==> config.mk <==
export PLATFORM = sky130hd
export DESIGN_NAME = psi_section_assembler_flat
export DESIGN_NICKNAME = d
export VERILOG_FILES = /design/src/psa_pkg.sv /design/src/psa_if.sv /design/src/psa_step.sv /design/src/psi_section_assembler.sv /design/src/flat_wrapper.sv
export VERILOG_INCLUDE_DIRS = /design/src /design/src/src
export SDC_FILE = /design/constraint.sdc
export NUM_CORES = 1
export LEC_CHECK = 0
export BUFFER_PORTS_ARGS = -buffer_cell sky130_fd_sc_hd__buf_2
export CAP_MARGIN = 25
export CORE_MARGIN = 4
export CORE_UTILIZATION = 57
export CTS_BUF_LIST = sky130_fd_sc_hd__clkbuf_16
export DETAILED_ROUTE_END_ITERATION = 6
export GPL_ROUTABILITY_DRIVEN = 0
export PLACE_DENSITY = 0.78
export SYNTH_ARGS = -nofsm -noshare
export SYNTH_HDL_FRONTEND = slang
export SYNTH_SLANG_ARGS = --single-unit
==> constraint.sdc <==
create_clock -name i_clk -period 16.2 [get_ports i_clk]
set_input_delay 3.24 -clock i_clk [delete_from_list [all_inputs] [get_ports i_clk]]
set_output_delay 3.24 -clock i_clk [all_outputs]
set_load 0.01 [all_outputs]
==> src/psi_section_assembler_defines.svh <==
// Assertion macros for the PSI section assembler.
`ifndef PSI_SECTION_ASSEMBLER_DEFINES_SVH
`define PSI_SECTION_ASSEMBLER_DEFINES_SVH

// Same-cycle implication, sampled on i_clk, off while i_rst_n is low.
`define PSA_ASSERT_SAME(lbl, ante, cons, msg) \
    lbl: assert property (@(posedge i_clk) disable iff (!i_rst_n) (ante) |-> (cons)) \
        else $error(msg);

// Next-cycle implication, sampled on i_clk, off while i_rst_n is low.
`define PSA_ASSERT_NEXT(lbl, ante, cons, msg) \
    lbl: assert property (@(posedge i_clk) disable iff (!i_rst_n) (ante) |=> (cons)) \
        else $error(msg);

`endif

==> src/psa_pkg.sv <==
// Types and constants shared by the PSI section assembler.
package psa_pkg;

    localparam int unsigned HELD_W = 13;

    // Minimum bytes held before the length field is known
    localparam logic [HELD_W-1:0] HDR_FIXED_BYTES = 13'd3;

    // Tables whose length field is 10 bits wide
    localparam logic [7:0] TID_PAT = 8'h00;
    localparam logic [7:0] TID_CAT = 8'h02;

    // Position of the next header byte to capture
    typedef enum logic [3:0] {
        HP_TABLE   = 4'd0,
        HP_LEN_HI  = 4'd1,
        HP_LEN_LO  = 4'd2,
        HP_EXT_HI  = 4'd3,
        HP_EXT_LO  = 4'd4,
        HP_VERSION = 4'd5,
        HP_SECNUM  = 4'd6,
        HP_LASTSEC = 4'd7,
        HP_IDLE    = 4'd8
    } t_hdr_pos;

    typedef struct packed {
        logic [7:0]  table_id;
        logic        syntax_indicator;
        logic [11:0] section_length;
        logic [15:0] extension_id;
        logic [4:0]  version_number;
        logic        current_next;
        logic [7:0]  section_index;
        logic [7:0]  last_section_index;
    } t_hdr;

    typedef struct packed {
        logic [HELD_W-1:0] held_count;
        t_hdr_pos          header_pos;
        t_hdr              hdr;
    } t_state;

    typedef struct packed {
        t_hdr              hdr;
        logic [HELD_W-1:0] byte_slot;
        logic              keep;
        logic              header_valid;
        logic              complete;
    } t_result;

endpackage

==> src/psa_if.sv <==
// Handshake channels of the PSI section assembler: input bytes and results.
interface psa_in_if;
    logic       valid;
    logic       ready;
    logic       func;
    logic [7:0] data_byte;

    modport source (output valid, func, data_byte, input ready);
    modport sink   (input valid, func, data_byte, output ready);
endinterface

interface psa_out_if;
    logic        valid;
    logic        ready;
    logic [7:0]  table_id;
    logic        syntax_indicator;
    logic [11:0] section_length;
    logic [15:0] extension_id;
    logic [4:0]  version_number;
    logic        current_next;
    logic [7:0]  section_index;
    logic [7:0]  last_section_index;
    logic [12:0] byte_slot;
    logic        keep;
    logic        header_valid;
    logic        complete;

    modport source (
        output valid, table_id, syntax_indicator, section_length, extension_id,
               version_number, current_next, section_index, last_section_index,
               byte_slot, keep, header_valid, complete,
        input  ready
    );
    modport sink (
        input  valid, table_id, syntax_indicator, section_length, extension_id,
               version_number, current_next, section_index, last_section_index,
               byte_slot, keep, header_valid, complete,
        output ready
    );
endinterface

==> src/psa_step.sv <==
// Next-state and result logic for one section byte.
module psa_step (
    input  psa_pkg::t_state  i_state,
    input  logic             i_func,
    input  logic [7:0]       i_data_byte,
    output psa_pkg::t_state  o_state,
    output psa_pkg::t_result o_result
);

    psa_pkg::t_state                 cur;
    psa_pkg::t_hdr                   hdr;
    psa_pkg::t_hdr_pos               hp_n;
    logic                            open;
    logic                            keep;
    logic [psa_pkg::HELD_W-1:0]      limit;
    logic [psa_pkg::HELD_W-1:0]      held_n;

    always_comb begin
        // A start byte opens a fresh section before it is handled
        cur = i_state;
        if (i_func) begin
            cur.held_count = '0;
            cur.header_pos = psa_pkg::HP_TABLE;
            cur.hdr        = '0;
        end
        open = i_func || (cur.held_count != '0);

        hdr  = cur.hdr;
        hp_n = cur.header_pos;
        if (open && (cur.header_pos != psa_pkg::HP_IDLE)) begin
            case (cur.header_pos)
                psa_pkg::HP_TABLE: begin
                    hdr.table_id = i_data_byte;
                end
                psa_pkg::HP_LEN_HI: begin
                    hdr.syntax_indicator = i_data_byte[7];
                    hdr.section_length   = {i_data_byte[3:0], 8'h00};
                end
                psa_pkg::HP_LEN_LO: begin
                    hdr.section_length = {hdr.section_length[11:8], i_data_byte};
                    if ((hdr.table_id == psa_pkg::TID_PAT) ||
                        (hdr.table_id == psa_pkg::TID_CAT)) begin
                        hdr.section_length[11:10] = 2'b00;
                    end
                end
                psa_pkg::HP_EXT_HI: begin
                    hdr.extension_id[15:8] = i_data_byte;
                end
                psa_pkg::HP_EXT_LO: begin
                    hdr.extension_id[7:0] = i_data_byte;
                end
                psa_pkg::HP_VERSION: begin
                    hdr.version_number = i_data_byte[5:1];
                    hdr.current_next   = i_data_byte[0];
                end
                psa_pkg::HP_SECNUM: begin
                    hdr.section_index = i_data_byte;
                end
                psa_pkg::HP_LASTSEC: begin
                    hdr.last_section_index = i_data_byte;
                end
                default: begin
                end
            endcase
            hp_n = psa_pkg::t_hdr_pos'(cur.header_pos + 4'd1);
        end

        // Keep bytes until length plus the three fixed header bytes are held
        limit  = {1'b0, hdr.section_length} + psa_pkg::HDR_FIXED_BYTES;
        keep   = open && (cur.held_count < limit);
        held_n = keep ? (cur.held_count + 13'd1) : cur.held_count;

        o_state.held_count = held_n;
        o_state.header_pos = hp_n;
        o_state.hdr        = hdr;

        o_result.hdr          = hdr;
        o_result.byte_slot    = keep ? cur.held_count : '0;
        o_result.keep         = keep;
        o_result.header_valid = (held_n != '0) && (hp_n == psa_pkg::HP_IDLE);
        o_result.complete     = held_n >= limit;
    end

endmodule

==> src/psi_section_assembler.sv <==
// Top level of the PSI section assembler: section state, result register, handshakes.
//
// Reassembles one MPEG-2 PSI section from a byte stream. Each accepted input item is one
// byte; func high opens a new section with that byte, func low continues the open one.
// The first eight bytes after a start load the header fields, the length is cut to
// 10 bits for table ids 0x00 and 0x02, and bytes are kept with their slot until
// section_length+3 are held; later bytes are dropped until the next start. Every input
// item gives exactly one result item in the next cycle, carrying the header as it stands
// after that byte. The block takes one item per clock: the whole step is one pass of
// logic from the section state registers into the result register, and a new item is
// accepted whenever the result register is empty or is being emptied in that cycle.
// Only a stalled result (valid high, ready low) holds the input off.
`include "psi_section_assembler_defines.svh"

module psi_section_assembler (
    input  logic          i_clk,
    input  logic          i_rst_n,
    psa_in_if.sink        i_in,
    psa_out_if.source     o_out
);

    psa_pkg::t_state  r_state;
    psa_pkg::t_state  n_state;
    psa_pkg::t_result r_res;
    psa_pkg::t_result n_res;
    logic             r_out_valid;
    logic             in_accept;

    // Advance while the result register is free or drains this cycle
    assign i_in.ready = !r_out_valid || o_out.ready;
    assign in_accept  = i_in.valid && i_in.ready;

    psa_step u_step (
        .i_state     (r_state),
        .i_func      (i_in.func),
        .i_data_byte (i_in.data_byte),
        .o_state     (n_state),
        .o_result    (n_res)
    );

    // Section state: no section open after reset
    always_ff @(posedge i_clk) begin
        if (!i_rst_n) begin
            r_state.held_count <= '0;
            r_state.header_pos <= psa_pkg::HP_IDLE;
            r_state.hdr        <= '0;
        end else if (in_accept) begin
            r_state <= n_state;
        end
    end

    // Result valid flag
    always_ff @(posedge i_clk) begin
        if (!i_rst_n) begin
            r_out_valid <= 1'b0;
        end else if (in_accept) begin
            r_out_valid <= 1'b1;
        end else if (o_out.ready) begin
            r_out_valid <= 1'b0;
        end
    end

    // Result payload: load on accept, hold otherwise
    always_ff @(posedge i_clk) begin
        if (in_accept) begin
            r_res <= n_res;
        end
    end

    assign o_out.valid              = r_out_valid;
    assign o_out.table_id           = r_res.hdr.table_id;
    assign o_out.syntax_indicator   = r_res.hdr.syntax_indicator;
    assign o_out.section_length     = r_res.hdr.section_length;
    assign o_out.extension_id       = r_res.hdr.extension_id;
    assign o_out.version_number     = r_res.hdr.version_number;
    assign o_out.current_next       = r_res.hdr.current_next;
    assign o_out.section_index      = r_res.hdr.section_index;
    assign o_out.last_section_index = r_res.hdr.last_section_index;
    assign o_out.byte_slot          = r_res.byte_slot;
    assign o_out.keep               = r_res.keep;
    assign o_out.header_valid       = r_res.header_valid;
    assign o_out.complete           = r_res.complete;

    // Header capture only runs inside an open section
    `PSA_ASSERT_SAME(a_capture_open, r_state.header_pos != psa_pkg::HP_IDLE, r_state.held_count != '0, "header capture outside an open section")

    // Never hold more than length plus the fixed header bytes
    `PSA_ASSERT_SAME(a_held_bound, 1'b1, r_state.held_count <= ({1'b0, r_state.hdr.section_length} + psa_pkg::HDR_FIXED_BYTES), "held count beyond section end")

    // A stalled result blocks new items
    `PSA_ASSERT_SAME(a_stall_blocks, r_out_valid && !o_out.ready, !i_in.ready, "item accepted over a stalled result")

    // Every accepted item yields a result on the next cycle
    `PSA_ASSERT_NEXT(a_accept_result, in_accept, r_out_valid, "accepted item produced no result")

endmodule

==> src/flat_wrapper.sv <==
// flat-port wrapper written by rule: the top's interface ports become plain ports
module psi_section_assembler_flat 
  (i_clk, i_rst_n, i_in_valid, i_in_func, i_in_data_byte, i_in_ready, o_out_valid, o_out_table_id, o_out_syntax_indicator, o_out_section_length, o_out_extension_id, o_out_version_number, o_out_current_next, o_out_section_index, o_out_last_section_index, o_out_byte_slot, o_out_keep, o_out_header_valid, o_out_complete, o_out_ready);
  psa_in_if i_in_i ();
  psa_out_if o_out_i ();
  input  logic i_clk;
  input  logic i_rst_n;
  input wire logic [$bits(i_in_i.valid)-1:0] i_in_valid;
  input wire logic [$bits(i_in_i.func)-1:0] i_in_func;
  input wire logic [$bits(i_in_i.data_byte)-1:0] i_in_data_byte;
  output wire logic [$bits(i_in_i.ready)-1:0] i_in_ready;
  output wire logic [$bits(o_out_i.valid)-1:0] o_out_valid;
  output wire logic [$bits(o_out_i.table_id)-1:0] o_out_table_id;
  output wire logic [$bits(o_out_i.syntax_indicator)-1:0] o_out_syntax_indicator;
  output wire logic [$bits(o_out_i.section_length)-1:0] o_out_section_length;
  output wire logic [$bits(o_out_i.extension_id)-1:0] o_out_extension_id;
  output wire logic [$bits(o_out_i.version_number)-1:0] o_out_version_number;
  output wire logic [$bits(o_out_i.current_next)-1:0] o_out_current_next;
  output wire logic [$bits(o_out_i.section_index)-1:0] o_out_section_index;
  output wire logic [$bits(o_out_i.last_section_index)-1:0] o_out_last_section_index;
  output wire logic [$bits(o_out_i.byte_slot)-1:0] o_out_byte_slot;
  output wire logic [$bits(o_out_i.keep)-1:0] o_out_keep;
  output wire logic [$bits(o_out_i.header_valid)-1:0] o_out_header_valid;
  output wire logic [$bits(o_out_i.complete)-1:0] o_out_complete;
  input wire logic [$bits(o_out_i.ready)-1:0] o_out_ready;
  assign i_in_i.valid = i_in_valid;
  assign i_in_i.func = i_in_func;
  assign i_in_i.data_byte = i_in_data_byte;
  assign i_in_ready = i_in_i.ready;
  assign o_out_valid = o_out_i.valid;
  assign o_out_table_id = o_out_i.table_id;
  assign o_out_syntax_indicator = o_out_i.syntax_indicator;
  assign o_out_section_length = o_out_i.section_length;
  assign o_out_extension_id = o_out_i.extension_id;
  assign o_out_version_number = o_out_i.version_number;
  assign o_out_current_next = o_out_i.current_next;
  assign o_out_section_index = o_out_i.section_index;
  assign o_out_last_section_index = o_out_i.last_section_index;
  assign o_out_byte_slot = o_out_i.byte_slot;
  assign o_out_keep = o_out_i.keep;
  assign o_out_header_valid = o_out_i.header_valid;
  assign o_out_complete = o_out_i.complete;
  assign o_out_i.ready = o_out_ready;
  psi_section_assembler u_core (.i_clk(i_clk), .i_rst_n(i_rst_n), .i_in(i_in_i), .o_out(o_out_i));
endmodule
# Yosys cells after proc, flatten, opt, wreduce, memory -nomap -nowiden
# Cells that the tools add are included.
# W data, S select, Z words.
dict set report totals {
  regBits 152
  input_bits 13
  out_inout_bits 77
}
dict set report op_classes {
  addsub 3
  n_lt_le_gt_ge 2
  eq_ne 10
  muxes 15
  reduce_logical 13
}
# op n
set op_table {}
lappend op_table {{$mux W76} 1}
lappend op_table {{$mux W59} 1}
lappend op_table {{$mux W8} 5}
lappend op_table {{$reduce_bool A13 Y1} 2}
lappend op_table {{$pmux W12 S2} 1}
lappend op_table {{$eq A4 B3 Y1 const B} 4}
lappend op_table {{$add A12 B2 Y13 const B} 1}
lappend op_table {{$add A13 B1 Y13 const B} 1}
lappend op_table {{$ge A13 B13 Y1} 1}
lappend op_table {{$lt A13 B13 Y1} 1}
lappend op_table {{$mux W13} 1}
lappend op_table {{$eq A4 B2 Y1 const B} 2}
lappend op_table {{$eq A8 B2 Y1 const B} 1}
lappend op_table {{$logic_not A8 Y1} 1}
lappend op_table {{$mux W6} 1}
lappend op_table {{$add A4 B1 Y4 const B} 1}
lappend op_table {{$eq A4 B1 Y1 const B} 1}
lappend op_table {{$eq A4 B4 Y1 const B} 1}
lappend op_table {{$logic_and A1 B1 Y1} 4}
lappend op_table {{$logic_not A4 Y1} 1}
lappend op_table {{$mux W4} 1}
lappend op_table {{$ne A4 B4 Y1 const B} 1}
lappend op_table {{$logic_or A1 B1 Y1} 3}
lappend op_table {{$mux W1} 3}
lappend op_table {{other kinds (3)} 3}

# Depth between registers and ports, before layout
dict set report depth {
  word_depth 12
  mapped_depth 35
}

# Cells and area by module
# From an unflattened synthesis, not the netlist that was laid out.
dict set report hier_totals {
  hier_cells 879
  hier_area_um2 8209.1
}
# mod n_inst cells_each area_per_inst_um2 seq_area_each_um2
set modules_own_cells {}
lappend modules_own_cells {psi_section_assembler 1 410 5301.3 3793.6}
lappend modules_own_cells {psa_step 1 469 2907.8 0.0}

# Worst setup path before layout
# Ideal clock, no wire load.
dict set report synth_path {
  kind {input -> register}
  from {in i_in_func}
  to {reg u_core.r_res, in the netlist u_core.o_out.complete (data pin)}
  setup_ns 0.263
  arrival_ns 9.899
  t_required_ns 15.937
  slack_ns 6.038
  stages 35
  n_path_buf 2
  cell_sequence {clkbuf_1 > nand2b_1 > ha_1 > nor2b_1 > nand4_2 > nand2b_1 > buf_2 > a21oi_1 > ha_1 > or4b_2 > nor2_1 > xnor2_1 > ha_1 > a211oi_1 > o21ai_0 > or4_1 > a2111o_1 > nand3_1 > nor2_1 > a211oi_2 > nand2_2 > inv_2 > xnor2_1 > ha_1 > nand2b_1 > a21o_1 > a21oi_1 > nor2b_1 > o21ai_0 > a21oi_1 > o211ai_1 > nand2_1 > a21o_1 > a221oi_1 > o21bai_1}
}
# item line_no
set synth_rtl {}
lappend synth_rtl {{start, declared} flat_wrapper.sv:9} ;# input wire logic [$bits(i_in_i.func)-1:0] i_in_func;
lappend synth_rtl {{end signal, assigned} psi_section_assembler.sv:66} ;# r_res <= n_res;
lappend synth_rtl {{end, declared} psi_section_assembler.sv:24} ;# psa_pkg::t_result r_res;

==> results.toml <==
[outcome]
status = "completed"

[detailed_routing]
drtAntennaViolNets = 0
drt-wirelength-per-cell_um = 17.8
first_pass_iters = 6
wirelength_um = 18700
drt_iter0_drc = 750
route.detailed.drc = 0
viasPerCell = 6.05
vias = 6370

[run]
cap_violations = 0

[worst_setup_path]
critPathLaunchType = "input port"
crit_arrival_ns = 12.17
critPathKind = "input port to register"
path_common_cell = "ha_1"
rr_worst_depth = 33
slowest_stage = "or4b_2"
end_kind = "register"
reg2reg_from = "u_core.r_state[63]"
path_max_fanout = 79
cpPeakStageDelay_ns = 0.73
required_ns = 16.36
r2r-end = "u_core.o_out.complete"
r2r_slack_ns = 7.47
crit_family = "simple AND/OR/NAND/NOR gates"
worst-path-buf-inv = 3

[power]
irDropWorstVdd_v = 0.0000627
p_per_area_nw_per_um2 = 108
total_power_uw = 942
leakagePower_nw = 3.61

[yosys]
syn_nets = 840
synth_top_area_frac = 0.295
ys.flop_type = "dfxtp_1"
yosys_warnings = 0
ys_seq_area_frac = 0.497
synth-edff-count = 75
syn_area_um2 = 7630
synth_top_area_cell = "edfxtp_1"
synth_area_leaders = "edfxtp_1 (30%), dfxtp_1 (20%), nor2_1 (6.8%)"
ys_types = 65
syn-mean-instance-area_um2 = 9.52
synthArstFlopShare = 0
ys_ff_latch = 152
syn_inst = 801

[floorplan]
die-width_um = 124
start_util = 0.578
core_um2 = 13200
rows = 42
die_h_um = 124
ioPinCount = 90
die_area_um2 = 15300

[clock_tree]
clock_path_buffers = 2
ctsHtreeMaxLevel = 4
ctsResizeCount = 0
clk_latency_ns = 0.43
cts_tree = "done"
cts_hold_buf = 0
cts.sinks = 152
clockRootBuffer = "clkbuf_16"
path_clk_slew_ns = 0.06
cts_inserted_buffers = 17
cts_setup_buffers = 0

[sta]
setup_tns_ns = 0
setup_violations = 0
slew_violations = 0
fin_ws_ns = 4.20
worst_slew_pin_slew_ns = 0.918
fin_skew_ns = 0.00833
hold_violations = 0
fmax_ghz = 0.0833
fin_crit_ns = 12.00
relSlewSlack = 0.386
post-route-period-util = 0.741
rsz0062_at_grt = "no"

[layout]
mostFrequentLayoutCell = "nor2_1"
final_cell_mix = "nor2_1 (138), buf_2 (89), dfxtp_1 (77)"
fill_cells = 1049
antenna_cells = 0
area_delta_synth_final_pct = 13.9
fin_nets = 903
postLayoutCellArea_um2 = 8690
fin_util = 0.659
drive_gt1_frac = 0.193

[worst_hold_path]
holdPathEnd = "u_core.r_state[5]"
whs_path_depth = 2
hp-class = "register to register"
hp-start = "u_core.r_state[5]"

[global_routing]
grt_pass1_vias = 6004
grt_max_degree = 80
grt_overflow = 0
grtUsageTotal = 0.253
antenna_found_initial = 0
grt_pass1_wl_um = 29900

[placed_design]
pre_cts_slack_ns = 4.09
port_buffers = 89
dpl-instance-area_um2 = 8150
hpwl_um = 12300
-- worst max-delay path by stage --
stage	startpoint	depth (start not counted)	slack [ns]	to
finish	i_in_func	35	4.20	u_core.o_out.complete
global route	i_in_func	35	3.67	u_core.o_out.complete
CTS	i_in_func	35	4.46	u_core.o_out.complete
detailed placement	i_in_func	35	4.09	u_core.o_out.complete
global placement	i_in_func	35	4.53	u_core.o_out.complete
floorplan	i_in_func	35	6.04	u_core.o_out.complete
-- power breakdown --
group,internal (mW),total (mW),switching (mW)
logic,0.0502,0.136,0.0856
registers,0.430,0.442,0.0121
clock network,0.209,0.364,0.155
total,0.689,0.942,0.253
-- synthesized netlist by cell type (all sizes together) (2+ instances only) --
| cell | count |
|---|---|
| a211o | 2 |
| a211oi | 15 |
| a21o | 2 |
| a21oi | 23 |
| a221oi | 2 |
| a22o | 4 |
| a22oi | 4 |
| a31oi | 3 |
| a32oi | 2 |
| and2 | 5 |
| and3 | 16 |
| and4 | 3 |
| buf | 10 |
| clkbuf | 41 |
| dfxtp | 77 |
| edfxtp | 75 |
| ha | 26 |
| inv | 22 |
| mux2 | 28 |
| mux2i | 2 |
| nand2 | 53 |
| nand2b | 29 |
| nand3 | 7 |
| nand3b | 4 |
| nand4 | 10 |
| nor2 | 138 |
| nor2b | 40 |
| nor3 | 61 |
| nor4 | 5 |
| o211a | 2 |
| o211ai | 2 |
| o21ai | 40 |
| o32ai | 2 |
| or2 | 2 |
| or3 | 2 |
| or4 | 3 |
| or4b | 2 |
| xnor2 | 23 |
| xor2 | 4 |
-- area by class of cell --
| class | instances | area, um^2 | share of cell area |
|---|---|---|---|
| clock buffer | 17 | 425 | 0.0490 |
| clock inverter | 15 | 116 | 0.0134 |
| inverter | 22 | 85.1 | 0.00979 |
| multi-input combinational | 576 | 3540 | 0.407 |
| sequential | 152 | 3790 | 0.437 |
| tap | 176 | 220 | 0.0253 |
| timing repair buffer | 95 | 510 | 0.0588 |
-- metrics by stage --
step,hold slack [ns],std cells
finish,0.461,1053
global route,0.490,1053
CTS,0.459,1053
detailed placement,0.450,1021
global placement,0.442,1020
floorplan,0.437,801
-- state kept, by name, indices dropped and copies added, names as in the netlist --
| register | count |
|---|---|
| u_core.o_out.byte_slot | 13 |
| u_core.o_out.header_valid | 1 |
| u_core.o_out.section_length | 12 |
| u_core.o_out.version_number | 5 |
| u_core.o_out.table_id | 8 |
| u_core.o_out.current_next | 1 |
| u_core.o_out.last_section_index | 8 |
| u_core.o_out.complete | 1 |
| u_core.o_out.valid | 1 |
| u_core.r_state | 76 |
| u_core.o_out.syntax_indicator | 1 |
| u_core.o_out.extension_id | 16 |
| u_core.o_out.keep | 1 |
| u_core.o_out.section_index | 8 |
-- routing by layer --
layer / global-route usage / wire length (um) / share of wire
met1: 0.325 / 7710 / 0.41
met2: 0.400 / 8850 / 0.47
met3: 0.0645 / 1550 / 0.083
met5: 0 / 0 / 0
met4: 0.121 / 586 / 0.031
-- kinds of logic (layout without fill, tap and decap cells) --
group                      Yosys count  in the layout  synth area share
AOI/OAI and AO/OA                  111            111            0.0941
xor gates and xnor gates            27             27            0.0310
adders and majority gates           26             26            0.0426
buffers and inverters               73            149            0.0394
DFF                                152            152             0.497
muxes                               30             30            0.0440
and+or+nand+nor                    382            382             0.252
-- worst register-to-register path: cells and delay by family (launching register included) --
kind | cells | cell delay, ns
buf+inv | 1 | 0.16
simple gates | 14 | 3.65
xor+xnor | 2 | 0.33
compound gates | 12 | 3.03
flops | 1 | 0.34
fa+ha+maj | 4 | 0.96
(Power assumes the default switching activity.)
